$ cat src/rtl/bcd_time_date_counter_top_macros.svh
// assertion macros for the bcd time and date counter
// used by bcd_time_date_counter_top, no other dependencies
`ifndef BCD_TIME_DATE_COUNTER_TOP_MACROS_SVH
`define BCD_TIME_DATE_COUNTER_TOP_MACROS_SVH

`ifndef ASSERT_OFF
`define BTDC_ASSERT_ALWAYS(lbl, clk, rst_n, cond) \
	lbl: assert property (@(posedge clk) disable iff (!rst_n) (cond)) \
		else $error("assertion failed");
`define BTDC_ASSERT_IMPLIES(lbl, clk, rst_n, a, b) \
	lbl: assert property (@(posedge clk) disable iff (!rst_n) (a) |-> (b)) \
		else $error("assertion failed");
`define BTDC_ASSERT_NEXT(lbl, clk, rst_n, a, b) \
	lbl: assert property (@(posedge clk) disable iff (!rst_n) (a) |=> (b)) \
		else $error("assertion failed");
`else
`define BTDC_ASSERT_ALWAYS(lbl, clk, rst_n, cond)
`define BTDC_ASSERT_IMPLIES(lbl, clk, rst_n, a, b)
`define BTDC_ASSERT_NEXT(lbl, clk, rst_n, a, b)
`endif

`endif

$ cat src/rtl/btdc_pkg.sv
// types, request codes and digit helpers for the bcd time and date counter
// no dependencies
`default_nettype none

package btdc_pkg;

	typedef enum logic [1:0] {
		REQ_TICK     = 2'd0,
		REQ_SET_TIME = 2'd1,
		REQ_SET_DATE = 2'd2
	} req_code_t;

	typedef struct packed {
		logic [1:0]  req_type;
		logic [4:0]  set_hours;
		logic [5:0]  set_minutes;
		logic [5:0]  set_seconds;
		logic [9:0]  set_millis;
		logic [15:0] set_year;
		logic [3:0]  set_month;
		logic [4:0]  set_day;
	} req_t;

	typedef struct packed {
		logic [9:0]  millis;
		logic [3:0]  second_units;
		logic [2:0]  second_tens;
		logic [3:0]  minute_units;
		logic [2:0]  minute_tens;
		logic [3:0]  hour_units;
		logic [1:0]  hour_tens;
		logic [3:0]  day_units;
		logic [1:0]  day_tens;
		logic [3:0]  month_units;
		logic        month_tens;
		logic [15:0] year_now;
	} rsp_t;

	localparam logic [9:0] TICK_INC_RESET = 10'd100;

	// 20:26:30.000, day 16, month 04, year 2024
	localparam rsp_t RESET_STATE = '{
		millis: 10'd0,
		second_units: 4'd0, second_tens: 3'd3,
		minute_units: 4'd6, minute_tens: 3'd2,
		hour_units: 4'd0, hour_tens: 2'd2,
		day_units: 4'd6, day_tens: 2'd1,
		month_units: 4'd4, month_tens: 1'b0,
		year_now: 16'd2024
	};

	// two digits to binary, values below 64
	function automatic logic [5:0] bcd_to_bin(input logic [2:0] tens, input logic [3:0] units);
		return 6'(tens) * 6'd10 + 6'(units);
	endfunction

	// binary below 60 to {tens, units}
	function automatic logic [6:0] bin_to_bcd(input logic [5:0] v);
		logic [2:0] t;
		logic [5:0] rem;
		if (v >= 6'd50)
			t = 3'd5;
		else if (v >= 6'd40)
			t = 3'd4;
		else if (v >= 6'd30)
			t = 3'd3;
		else if (v >= 6'd20)
			t = 3'd2;
		else if (v >= 6'd10)
			t = 3'd1;
		else
			t = 3'd0;
		rem = v - 6'(t) * 6'd10;
		return {t, rem[3:0]};
	endfunction

endpackage

`default_nettype wire

$ cat src/rtl/bcd_time_date_counter_top.sv
// bcd time and date counter: request stage, then the state register; one
// request per cycle unless rsp_ready stalls the result; the clock and calendar
// state updates from the registered request and is the result register
// asynchronous active-low reset loads 20:26:30.000, day 16, month 04, 2024
// and a tick increment of 100 ms
// depends on btdc_pkg, btdc_update and bcd_time_date_counter_top_macros.svh
`default_nettype none
`include "bcd_time_date_counter_top_macros.svh"

module bcd_time_date_counter_top (
	input  wire logic           clk,
	input  wire logic           arst_n,
	input  wire logic           tick_wr_en,
	input  wire logic [9:0]     tick_wr_data,
	input  wire logic           req_valid,
	output logic                req_ready,
	input  wire btdc_pkg::req_t req,
	output logic                rsp_valid,
	input  wire logic           rsp_ready,
	output btdc_pkg::rsp_t      rsp
);

	logic [9:0]     tick_ms_q;
	logic           valid_s1;
	btdc_pkg::req_t req_s1;
	btdc_pkg::rsp_t state_q;
	btdc_pkg::rsp_t state_nxt;
	logic           rsp_valid_q;
	logic           advance;

	assign advance   = valid_s1 && (!rsp_valid_q || rsp_ready);
	assign req_ready = !valid_s1 || advance;
	assign rsp_valid = rsp_valid_q;
	assign rsp       = state_q;

	// tick increment register
	always_ff @(posedge clk or negedge arst_n) begin
		if (!arst_n) begin
			tick_ms_q <= btdc_pkg::TICK_INC_RESET;
		end else begin
			if (tick_wr_en)
				tick_ms_q <= tick_wr_data;
		end
	end

	// request stage
	always_ff @(posedge clk or negedge arst_n) begin
		if (!arst_n) begin
			valid_s1 <= 1'b0;
		end else if (req_ready) begin
			valid_s1 <= req_valid;
		end
	end

	always_ff @(posedge clk) begin
		if (req_valid && req_ready)
			req_s1 <= req;
	end

	btdc_update u_update (
		.cur      (state_q),
		.req      (req_s1),
		.tick_inc (tick_ms_q),
		.nxt      (state_nxt)
	);

	// clock state, doubles as the result register
	always_ff @(posedge clk or negedge arst_n) begin
		if (!arst_n) begin
			state_q     <= btdc_pkg::RESET_STATE;
			rsp_valid_q <= 1'b0;
		end else begin
			if (advance) begin
				state_q     <= state_nxt;
				rsp_valid_q <= 1'b1;
			end else if (rsp_ready) begin
				rsp_valid_q <= 1'b0;
			end
		end
	end

	`BTDC_ASSERT_ALWAYS(a_hour_legal, clk, arst_n, (state_q.hour_tens != 2'd2) || (state_q.hour_units <= 4'd3))
	`BTDC_ASSERT_ALWAYS(a_day_nonzero, clk, arst_n, (state_q.day_tens != 2'd0) || (state_q.day_units != 4'd0))
	`BTDC_ASSERT_NEXT(a_advance_gives_rsp, clk, arst_n, advance, rsp_valid_q)
	`BTDC_ASSERT_NEXT(a_held_state, clk, arst_n, !advance, $stable(state_q))

endmodule

`default_nettype wire

$ cat src/rtl/btdc_update.sv
// next-state logic: tick carry chain, set time and set date with clamping
// depends on btdc_pkg
`default_nettype none

module btdc_update (
	input  wire btdc_pkg::rsp_t cur,
	input  wire btdc_pkg::req_t req,
	input  wire logic [9:0]     tick_inc,
	output btdc_pkg::rsp_t      nxt
);

	logic [10:0] ms_sum;
	logic [10:0] ms_new;
	logic [1:0]  carry;
	logic [6:0]  s_sum;
	logic [5:0]  s_new;
	logic [5:0]  m_new;
	logic [5:0]  h_new;
	logic [5:0]  d_new;
	logic [5:0]  mo_new;
	logic [15:0] yr_new;
	logic        wrap_s;
	logic        wrap_m;
	logic        wrap_h;
	logic        wrap_d;
	logic        wrap_mo;
	logic [5:0]  m_cur;
	logic [5:0]  h_cur;
	logic [5:0]  d_cur;
	logic [5:0]  mo_cur;
	logic [5:0]  ld_h;
	logic [5:0]  ld_m;
	logic [5:0]  ld_s;
	logic [5:0]  ld_d;
	logic [5:0]  ld_mo;
	logic [9:0]  ld_ms;
	logic [6:0]  bs;
	logic [6:0]  bm;
	logic [6:0]  bh;
	logic [6:0]  bd;
	logic [6:0]  bmo;

	always_comb begin
		// tick path
		ms_sum = {1'b0, cur.millis} + {1'b0, tick_inc};
		if (ms_sum >= 11'd2000) begin
			ms_new = ms_sum - 11'd2000;
			carry  = 2'd2;
		end else if (ms_sum >= 11'd1000) begin
			ms_new = ms_sum - 11'd1000;
			carry  = 2'd1;
		end else begin
			ms_new = ms_sum;
			carry  = 2'd0;
		end

		s_sum  = {1'b0, btdc_pkg::bcd_to_bin(cur.second_tens, cur.second_units)}
			+ 7'(carry);
		wrap_s = s_sum >= 7'd60;
		s_new  = wrap_s ? 6'(s_sum - 7'd60) : s_sum[5:0];

		m_cur  = btdc_pkg::bcd_to_bin(cur.minute_tens, cur.minute_units);
		wrap_m = wrap_s && (m_cur == 6'd59);
		m_new  = wrap_m ? 6'd0 : m_cur + 6'(wrap_s);

		h_cur  = btdc_pkg::bcd_to_bin({1'b0, cur.hour_tens}, cur.hour_units);
		wrap_h = wrap_m && (h_cur == 6'd23);
		h_new  = wrap_h ? 6'd0 : h_cur + 6'(wrap_m);

		d_cur  = btdc_pkg::bcd_to_bin({1'b0, cur.day_tens}, cur.day_units);
		wrap_d = wrap_h && (d_cur >= 6'd30);
		d_new  = wrap_d ? 6'd1 : d_cur + 6'(wrap_h);

		mo_cur  = btdc_pkg::bcd_to_bin({2'b00, cur.month_tens}, cur.month_units);
		wrap_mo = wrap_d && (mo_cur >= 6'd12);
		mo_new  = wrap_mo ? 6'd1 : mo_cur + 6'(wrap_d);

		yr_new = cur.year_now + 16'(wrap_mo);

		// load path, clamped
		ld_h  = (req.set_hours > 5'd23) ? 6'd23 : 6'(req.set_hours);
		ld_m  = (req.set_minutes > 6'd59) ? 6'd59 : req.set_minutes;
		ld_s  = (req.set_seconds > 6'd59) ? 6'd59 : req.set_seconds;
		ld_ms = (req.set_millis > 10'd999) ? 10'd999 : req.set_millis;
		if (req.set_month == 4'd0)
			ld_mo = 6'd1;
		else if (req.set_month > 4'd12)
			ld_mo = 6'd12;
		else
			ld_mo = 6'(req.set_month);
		if (req.set_day == 5'd0)
			ld_d = 6'd1;
		else if (req.set_day > 5'd30)
			ld_d = 6'd30;
		else
			ld_d = 6'(req.set_day);

		nxt = cur;
		case (req.req_type)
			btdc_pkg::REQ_TICK: begin
				bs  = btdc_pkg::bin_to_bcd(s_new);
				bm  = btdc_pkg::bin_to_bcd(m_new);
				bh  = btdc_pkg::bin_to_bcd(h_new);
				bd  = btdc_pkg::bin_to_bcd(d_new);
				bmo = btdc_pkg::bin_to_bcd(mo_new);
				nxt.millis       = ms_new[9:0];
				nxt.second_tens  = bs[6:4];
				nxt.second_units = bs[3:0];
				nxt.minute_tens  = bm[6:4];
				nxt.minute_units = bm[3:0];
				nxt.hour_tens    = bh[5:4];
				nxt.hour_units   = bh[3:0];
				nxt.day_tens     = bd[5:4];
				nxt.day_units    = bd[3:0];
				nxt.month_tens   = bmo[4];
				nxt.month_units  = bmo[3:0];
				nxt.year_now     = yr_new;
			end
			btdc_pkg::REQ_SET_TIME: begin
				bs  = btdc_pkg::bin_to_bcd(ld_s);
				bm  = btdc_pkg::bin_to_bcd(ld_m);
				bh  = btdc_pkg::bin_to_bcd(ld_h);
				bd  = 7'd0;
				bmo = 7'd0;
				nxt.millis       = ld_ms;
				nxt.second_tens  = bs[6:4];
				nxt.second_units = bs[3:0];
				nxt.minute_tens  = bm[6:4];
				nxt.minute_units = bm[3:0];
				nxt.hour_tens    = bh[5:4];
				nxt.hour_units   = bh[3:0];
			end
			btdc_pkg::REQ_SET_DATE: begin
				bs  = 7'd0;
				bm  = 7'd0;
				bh  = 7'd0;
				bd  = btdc_pkg::bin_to_bcd(ld_d);
				bmo = btdc_pkg::bin_to_bcd(ld_mo);
				nxt.day_tens    = bd[5:4];
				nxt.day_units   = bd[3:0];
				nxt.month_tens  = bmo[4];
				nxt.month_units = bmo[3:0];
				nxt.year_now    = req.set_year;
			end
			default: begin
				bs  = 7'd0;
				bm  = 7'd0;
				bh  = 7'd0;
				bd  = 7'd0;
				bmo = 7'd0;
			end
		endcase
	end

endmodule

`default_nettype wire
$ cat config.mk
export PLATFORM = sky130hd
export DESIGN_NAME = bcd_time_date_counter_top
export DESIGN_NICKNAME = d
export VERILOG_FILES = /design/src/rtl/btdc_pkg.sv /design/src/rtl/bcd_time_date_counter_top.sv /design/src/rtl/btdc_update.sv
export VERILOG_INCLUDE_DIRS = /design/src /design/src/rtl
export SDC_FILE = /design/constraint.sdc
export NUM_CORES = 1
export LEC_CHECK = 0
export ABC_AREA = 1
export BUFFER_PORTS_ARGS = -buffer_cell sky130_fd_sc_hd__clkbuf_2
export CORE_MARGIN = 2
export CORE_UTILIZATION = 35
export DETAILED_ROUTE_END_ITERATION = 8
export PLACE_DENSITY_LB_ADDON = 0.08
export SLEW_MARGIN = 10
export SYNTH_ARGS = -nofsm -noshare
export SYNTH_HDL_FRONTEND = slang
export SYNTH_SLANG_ARGS = --single-unit
$ cat constraint.sdc
create_clock -name clk -period 9 [get_ports clk]
set_clock_uncertainty 0.2 [all_clocks]
set_input_delay 1.8 -clock clk [delete_from_list [all_inputs] [get_ports clk]]
set_output_delay 1.8 -clock clk [all_outputs]
set_load 0.02 [all_outputs]
==> results.yml <==
run_status:
  status: "completed"
yosys:
  synth_top_area_cell: "edfxtp_1"
  synthTopCellsByArea: "edfxtp_1 (19%), dfrtp_1 (14%), nand2_1 (11%), ha_1 (8.5%), dfstp_2 (6.2%)"
  synth_area_mm2: 0.00852
  syn_inst: 1048
  syn_area_per_cell_um2: 8.13
  synth_fp_nets: 1188
  yosys_most_used_dff: "edfxtp_1"
  async_flop_share: 0.561
  synth_top_area_share: 0.190
  ys_ff_latch: 123
  synth-edff-count: 54
  yosysMostFrequentCell: "nand2_1"
  yosys_warnings: 0
  yosysSeqAreaShare: 0.396
  synth_cell_types: 53
  synthTopCellsByCount: "nand2_1 (255), inv_1 (118), nor2_1 (86)"
floorplanning:
  initial_core_util: 0.354
  core_area_mm2: 0.0241
  ios: 128
  rows: 57
  die-width_um: 160
  dieHeight_um: 160
  die_area_mm2: 0.0256
finish:
  area_growth_pct: 18.5
  diodes: 0
  nFillCells: 2493
  multi_input_area_mm2: 0.00455
  drive_above_1_share: 0.205
  seqCellArea_mm2: 0.00337
  final_nets: 1316
  final_area_mm2: 0.0101
timing:
  fin_crit_sh: 0.828
  hold_viol: 0
  slew_violations: 0
  fmax_mhz: 134
  fin_ws_ps: 1550
  period_minus_slack_ps: 7450
  fin_tns_setup_ps: 0
  worst_pin_slew_ps: 954
  rsz0062_at_grt: "false"
  hold_slack_ps: 283
  setup_violations: 0
  relSlewSlack: 0.364
worst_setup_path:
  cp-start-kind: "flip-flop"
  rrSetupSlack_ps: 1550
  critPathRequiredTime_ps: 9100
  critPathMaxFanout: 12
  slowest_delay_ps: 440
  setup.worst_path.start: "rsp[47]"
  path_common_cell: "nand2_1"
  crit_type: "reg -> reg"
  cpMaxStageDelayCell: "fa_1"
  endpoint_kind: "flip-flop"
  arrival_ps: 7560
  r2r-start: "rsp[47]"
pwr:
  power.internal_uw: 2240
  p_leak_uw: 0.00501
  comb_power_share: 0.636
  netSwitchingFraction: 0.500
  p_seq_frac: 0.206
  power_density_mw_per_mm2: 443
  finalPower_uw: 4470
  power_frac_clock: 0.158
  irDropWorstVdd_mv: 0.173
  p_switching_uw: 2240
route:
  vias_per_cell: 4.73
  wl_um: 22100
  drcViolationCount: 0
  dr.first_iter.drc_count: 304
  drt-wirelength-per-cell_um: 14.6
  vias: 7160
  drtPass1Iterations: 5
  ant_nets: 0
global_route:
  grt_pass1_vias: 6928
  grt_pass1_wl_um: 36100
  track_usage: 0.177
  grt_max_degree: 70
  antenna_found_initial: 0
  grt_overflow: 0
worst_hold_path:
  min_from: "rsp[24]"
  hold_class: "reg -> reg"
place:
  hpwl_um: 16200
  pre_cts_ws_ps: 1540
  gp_congestion: 0.833
  dpl_cell_area_mm2: 0.00951
  io_buffers: 127
clock_tree:
  cts_buffers: 17
  cts_resized: 0
  hold_buffers: 0
  cts_buffer_depth: 2
  htree_num_levels: 4
  cts-root-buf: "clkbuf_16"
  clk_latency_ps: 420
  cts.sinks: 123
  clkTransAtPathRegs_ps: 60
  tritoncts: "built"
  post_cts_buffers: 0
flow_run:
  maxCapViolCount: 0
## power groups by stage
stage	Combinational, uW	Sequential [uW]	Clock (uW)
2_1_floorplan	2100	1030	0
3_3_place_gp	2860	938	0
3_5_place_dp	2850	935	0
4_1_cts	2860	927	724
5_1_grt	3300	949	746
6_report	2840	922	706
## final timing paths
| kind | to | depth (start not counted) |
|---|---|---|
| worst max-delay path | rsp[26] | 48 |
| worst min-delay path | rsp[24] | 2 |
| worst max register to register | rsp[26] | 48 |
| worst min register to register | rsp[24] | 2 |
| max in group asynchronous | rsp[17] | 1 |
| min in group asynchronous | tick_ms_q[7] | 1 |
## per-stage QoR
step / std cells / util
after floorplan: 1048 / -
after global placement: 1481 / 0.394
after detailed placement: 1481 / 0.394
after CTS: 1513 / 0.419
after global routing: 1513 / 0.419
final: 1513 / 0.419
## area by class of cell
| cell class | instances | share of cell area |
|---|---|---|
| clock inverter | 15 | 0.0162 |
| clock buffer | 17 | 0.0421 |
| timing repair buffer | 132 | 0.0669 |
| tap | 324 | 0.0401 |
| inverter | 133 | 0.0494 |
| sequential | 123 | 0.334 |
| multi-input combinational | 769 | 0.451 |
## worst max-delay path, delay by kind of cell (launching register included)
kind	cells	cell delay, ps
DFF	1	390
AOI/OAI and AO/OA	2	180
buffers and inverters	4	230
and+or+nand+nor	31	3290
adders and majority gates	9	2550
xor gates and xnor gates	2	470
## metal layers
metal,global-route usage,wire (um)
met5,0,0
met4,0.0360,199
met3,0.0332,720
met2,0.292,10200
met1,0.243,10900
## cells in the final DEF, fill, tap and decap left out, drive strengths merged, types with 10 or more instances in the layout
cell type / instances
nand2: 270
clkbuf: 143
inv: 136
nor2: 90
o21ai: 89
nand3: 61
ha: 58
edfxtp: 54
a21oi: 52
dfrtp: 49
xor2: 35
dfstp: 20
xnor2: 17
nor3: 14
fa: 13
o211ai: 10
mux2: 10
## logic make-up after synthesis
group / count (synthesis) / share of synthesized area
simple gates: 455 / 0.229
compound gates: 181 / 0.120
buf+inv: 156 / 0.0705
flops: 123 / 0.396
fa+ha+maj: 71 / 0.116
xor+xnor: 52 / 0.0552
mux: 10 / 0.0132
## state kept, by name (all words and copies together) (netlist names)
name,flops
rsp_valid,1
valid_s1,1
rsp,57
req_s1,54
tick_ms_q,10
No activity file was read; power rests on OpenSTA's default activity.
